===== config.mk =====
export PLATFORM = sky130hd
export DESIGN_NAME = ptw_ctrl
export DESIGN_NICKNAME = d
export VERILOG_FILES = /design/src/design/ptw_pkg.sv /design/src/design/ptw_ctrl.sv
export SDC_FILE = /design/constraint.sdc
export NUM_CORES = 1
export LEC_CHECK = 0
export BUFFER_PORTS_ARGS = -buffer_cell sky130_fd_sc_hd__buf_4
export CORE_AREA = 2 2 39 41
export CTS_BUF_LIST = sky130_fd_sc_hd__clkbuf_4 sky130_fd_sc_hd__clkbuf_8 sky130_fd_sc_hd__clkbuf_16
export CTS_CLUSTER_DIAMETER = 60
export DETAILED_ROUTE_END_ITERATION = 12
export DIE_AREA = 0 0 41 43
export SLEW_MARGIN = 20
export SYNTH_ARGS = -nofsm -noshare
export SYNTH_HDL_FRONTEND = slang
export SYNTH_SLANG_ARGS = --single-unit

===== constraint.sdc =====
create_clock -name clock -period 1.2 [get_ports clock]
set_input_delay 0.18 -clock clock [delete_from_list [all_inputs] [get_ports clock]]
set_output_delay 0.18 -clock clock [all_outputs]
set_load 0.05 [all_outputs]

===== src/design/ptw_pkg.sv =====
// ----------------------------------------------------------------------------
// ptw_pkg
// Shared types and constants of the four-level page table walker.
// ----------------------------------------------------------------------------
package ptw_pkg;

   localparam int TABLE_PAGES_DEFAULT = 64;

   localparam int VA_W          = 48;
   localparam int FRAME_IN_W    = 6;
   localparam int INDEX_W       = 9;
   localparam int WORD_W        = 64;
   localparam int ENTRY_FRAME_W = 51;
   localparam int ENTRY_FRAME_LSB = 12;
   localparam int LEVEL_W       = 2;
   localparam int CSR_DATA_W    = 32;
   localparam int CSR_ADDR_W    = 3;

   localparam int LARGE_BIT   = 7;
   localparam int PRESENT_BIT = 0;

   localparam logic [LEVEL_W-1:0] LEVEL_TOP  = 2'd0;
   localparam logic [LEVEL_W-1:0] LEVEL_L1   = 2'd1;
   localparam logic [LEVEL_W-1:0] LEVEL_L2   = 2'd2;
   localparam logic [LEVEL_W-1:0] LEVEL_LEAF = 2'd3;

   localparam logic ACTION_WRITE = 1'b0;
   localparam logic ACTION_WALK  = 1'b1;

   // word address bit that selects the register
   localparam logic REG_ROOT_FRAME = 1'b0;

   typedef enum logic [2:0] {
      ST_IDLE   = 3'b001,
      ST_REDUCE = 3'b010,
      ST_EVAL   = 3'b100
   } state_type;

   typedef struct packed {
      logic load_walk;
      logic load_write;
      logic mem_read;
      logic mem_write;
      logic descend;
      logic finish;
   } cmd_type;

   typedef struct packed {
      logic                reduce_done;
      logic [LEVEL_W-1:0]  level;
      logic                large_page;
      logic                present;
   } status_type;

endpackage


===== src/design/ptw_ctrl.sv =====
// ----------------------------------------------------------------------------
// ptw_ctrl
// Walk sequencer: accepts a word, waits on frame reduction, reads or writes
// the table and decides descent or stop per level.
// ----------------------------------------------------------------------------
module ptw_ctrl (
   input  logic                  clock,
   input  logic                  reset,
   input  logic                  start,
   input  logic                  req_action,
   output logic                  busy,
   input  ptw_pkg::status_type   status,
   output ptw_pkg::cmd_type      cmd
);

   ptw_pkg::state_type state_ff, state_in;
   logic               op_ff, op_in;
   logic               stop;

   assign stop = (status.level == ptw_pkg::LEVEL_LEAF) | status.large_page | !status.present;

   always_comb begin
      state_in = state_ff;
      op_in    = op_ff;
      cmd      = '0;
      unique case (state_ff)
         ptw_pkg::ST_IDLE: begin
            if (start) begin
               op_in    = req_action;
               state_in = ptw_pkg::ST_REDUCE;
               if (req_action == ptw_pkg::ACTION_WALK) begin
                  cmd.load_walk = 1'b1;
               end else begin
                  cmd.load_write = 1'b1;
               end
            end
         end
         ptw_pkg::ST_REDUCE: begin
            if (status.reduce_done) begin
               if (op_ff == ptw_pkg::ACTION_WALK) begin
                  cmd.mem_read = 1'b1;
                  state_in     = ptw_pkg::ST_EVAL;
               end else begin
                  cmd.mem_write = 1'b1;
                  state_in      = ptw_pkg::ST_IDLE;
               end
            end
         end
         ptw_pkg::ST_EVAL: begin
            if (stop) begin
               cmd.finish = 1'b1;
               state_in   = ptw_pkg::ST_IDLE;
            end else begin
               cmd.descend = 1'b1;
               state_in    = ptw_pkg::ST_REDUCE;
            end
         end
         default: begin
            state_in = ptw_pkg::ST_IDLE;
         end
      endcase
   end

   always_ff @(posedge clock) begin
      if (reset) begin
         state_ff <= ptw_pkg::ST_IDLE;
      end else begin
         state_ff <= state_in;
      end
      op_ff <= op_in;
   end

   assign busy = (state_ff != ptw_pkg::ST_IDLE);

endmodule


==> qor.csv <==
metric,value,unit
detailed-route vias per instance,4.186,
"Worst Setup Slack, final",-0.3180,ns
placement row count,14,
worst hold path class,in -> reg,
largest net degree at the start of global routing,6,
Initial Utilization,16.82,%
gr ovfl total,0,
clk sinks,4,
share of layout cells above drive strength 1,79.63,%
failing checks,setup timing,
Power Internal,0.6128,mW
ANT nets after route,0,
max frequency,658.8,MHz
"FF+latch count, synth",4,
vias in the first global route,363,
count of final setup violators,10,
Reg power frac,23.9,%
Fillers,145,
worst IR drop on VDD,0.9217,mV
Die Footprint,0.001763,mm2
Pleak,0.2495,nW
Final Net Count,64,
die outline width,41,um
Clock Latency Late Sink,0.24,ns
clk slew on worst S/H paths,0.05,ns
core area,0.001384,mm2
Yosys cell types,16,
sw frac,37.37,%
clk buf depth,2,
Mean Syn Cell Area,8.619,um2
final hold viol count,0,
post-synth net total,36,
Vias,293,
crit end category,output port,
Final Cycle Share,126.5,%
final slew viol count,0,
hold depth,2,
Die Ht,43,um
Final Total Pwr,0.9784,mW
crit start category,flop,
Worst Skew,0.004452,ns
Syn Inst Count,27,
net switching power,0.3656,mW
Power Density,1632,mW/mm2
wire per inst,11.77,um
CTS tree,yes,
CP max FO,4,
Gate power share,53.8,%
clock root cell,clkbuf_4,
"top cells by area, synth","dfxtp_1 (26%), edfxtp_1 (13%), nor2b_1 (11%), nor3b_1 (6.5%), and2_1 (5.4%)",
"most common cell after layout, fill and taps aside",buf_4,
I/O Pins,16,
Synth top area share,25.81,%
RSZ-0062 raised after global routing,true,
drt total wl,824,um
first-pass GRT wire length,1.559,mm
# port buffers,15,
Clk pwr share,22.3,%
Setup CP Type,reg -> out,
ANT cells,0,
hold_buf cts,0,
"leading cell types in the layout, fill and taps excluded","buf_4 (15), clkbuf_4 (4), buf_6 (4), buf_8 (4), dfxtp_4 (3)",
placer's final routability congestion estimate,0.8036,
Layout area overhead,157.5,%
Worst EP arrival,1.34,ns
CP required,1.02,ns
cts bufs inserted,3,
outcome,"complete, but fails checks",
sequential cell area fraction in the yosys report,38.71,%
largest area contributor in the netlist,dfxtp_1,
slew at the pin with the worst max-slew slack,0.2787,ns
DRT Pass-1 Iters,4,
Yosys warnings,0,
htree depth,1,
Max Cap Violations,0,
minimum clock period,1.518,ns
initial DRC count,3,
R2R depth,4,
drc violations,0,
hold_ws,0.1177,ns
Worst slew margin,81.38,%
initial antenna violation count,0,
GRT Total Usage,13.39,%
Mapped Area,232.7,um2
## cell type report
cell class	instances	area, um2	share of cell area (%)
repair buffers	23	217.7	36.33
multi-input cells	20	212.7	35.49
flip-flops and latches	4	101.3	16.91
clock buffers	4	30.03	5.010
well taps	16	20.02	3.340
inverters	3	17.52	2.923
## kinds of logic (layout without fill, tap and decap cells)
family / after synthesis / after routing / share of synthesized area (%)
AOI/OAI and AO/OA: 3 / 3 / 10.76
buffers and inverters: 3 / 30 / 4.838
and+or+nand+nor: 16 / 16 / 41.93
DFF: 4 / 4 / 38.71
xor gates and xnor gates: 1 / 1 / 3.764
## through the flow
| stage | utilization [%] | setup WS, ns | cell area (um2) | setup TNS [ns] | instances |
|---|---|---|---|---|---|
| floorplan | - | -0.1007 | 306.5 | -0.2936 | 27 |
| global placement | 33.91 | -0.1489 | 469.2 | -0.7459 | 62 |
| detailed placement | 33.91 | -0.1468 | 469.2 | -0.7038 | 62 |
| CTS | 42.50 | -0.3035 | 588.1 | -1.829 | 69 |
| global route | 43.31 | -0.3718 | 599.3 | -2.626 | 70 |
| finish | 43.31 | -0.3180 | 599.3 | -1.987 | 70 |
## state kept, by name (all words and copies together), names as in the netlist
register,count
op_ff,1
state_ff,3
## what timing repair did
item                                    4_1_cts  5_1_grt
setup buffers                                 3        1
pin swaps                                     4        3
gates resized for setup                      18        1
endpoints found under the setup margin       10       10
## synth_stat cells
library cell,count
nor2_1,2
xor2_1,1
nor2b_1,4
nor3b_1,2
nand3_1,2
a311oi_1,1
or4_1,1
inv_1,3
and3_1,1
and2_1,2
nor4bb_1,1
a32oi_1,1
edfxtp_1,1
dfxtp_1,3
a21boi_0,1
nand2_1,1
## worst max-delay path, stage by stage (launching register included)
cell,delay (ns)
dfxtp_4,0.38
nor3b_4,0.24
and2_4,0.18
nor2b_4,0.14
buf_8,0.15
## power groups by stage
stage / registers, mW / clock network, mW / logic [mW]
5_1_grt: 0.237 / 0.238 / 0.559
3_3_place_gp: 0.226 / 0 / 0.406
2_1_floorplan: 0.221 / 0 / 0.262
6_report: 0.234 / 0.219 / 0.526
3_5_place_dp: 0.225 / 0 / 0.406
4_1_cts: 0.232 / 0.228 / 0.501
## final timing paths
path	slack, ns	endpoint	from
worst max-delay path	-0.32	cmd[4]	state_ff[0]
worst min register to register	0.60	state_ff[1]	state_ff[1]
worst max register to register	-0.19	state_ff[0]	state_ff[2]
worst min-delay path	0.12	state_ff[1]	reset
## routing by layer
layer	track usage [%]	vias up	wire, um
met4	10.00	0	0
met3	1.571	0	38
met5	0	-	0
met1	15.58	135	312
li1	-	149	-
met2	20.94	9	473
No activity file was read; power rests on OpenSTA's default activity.
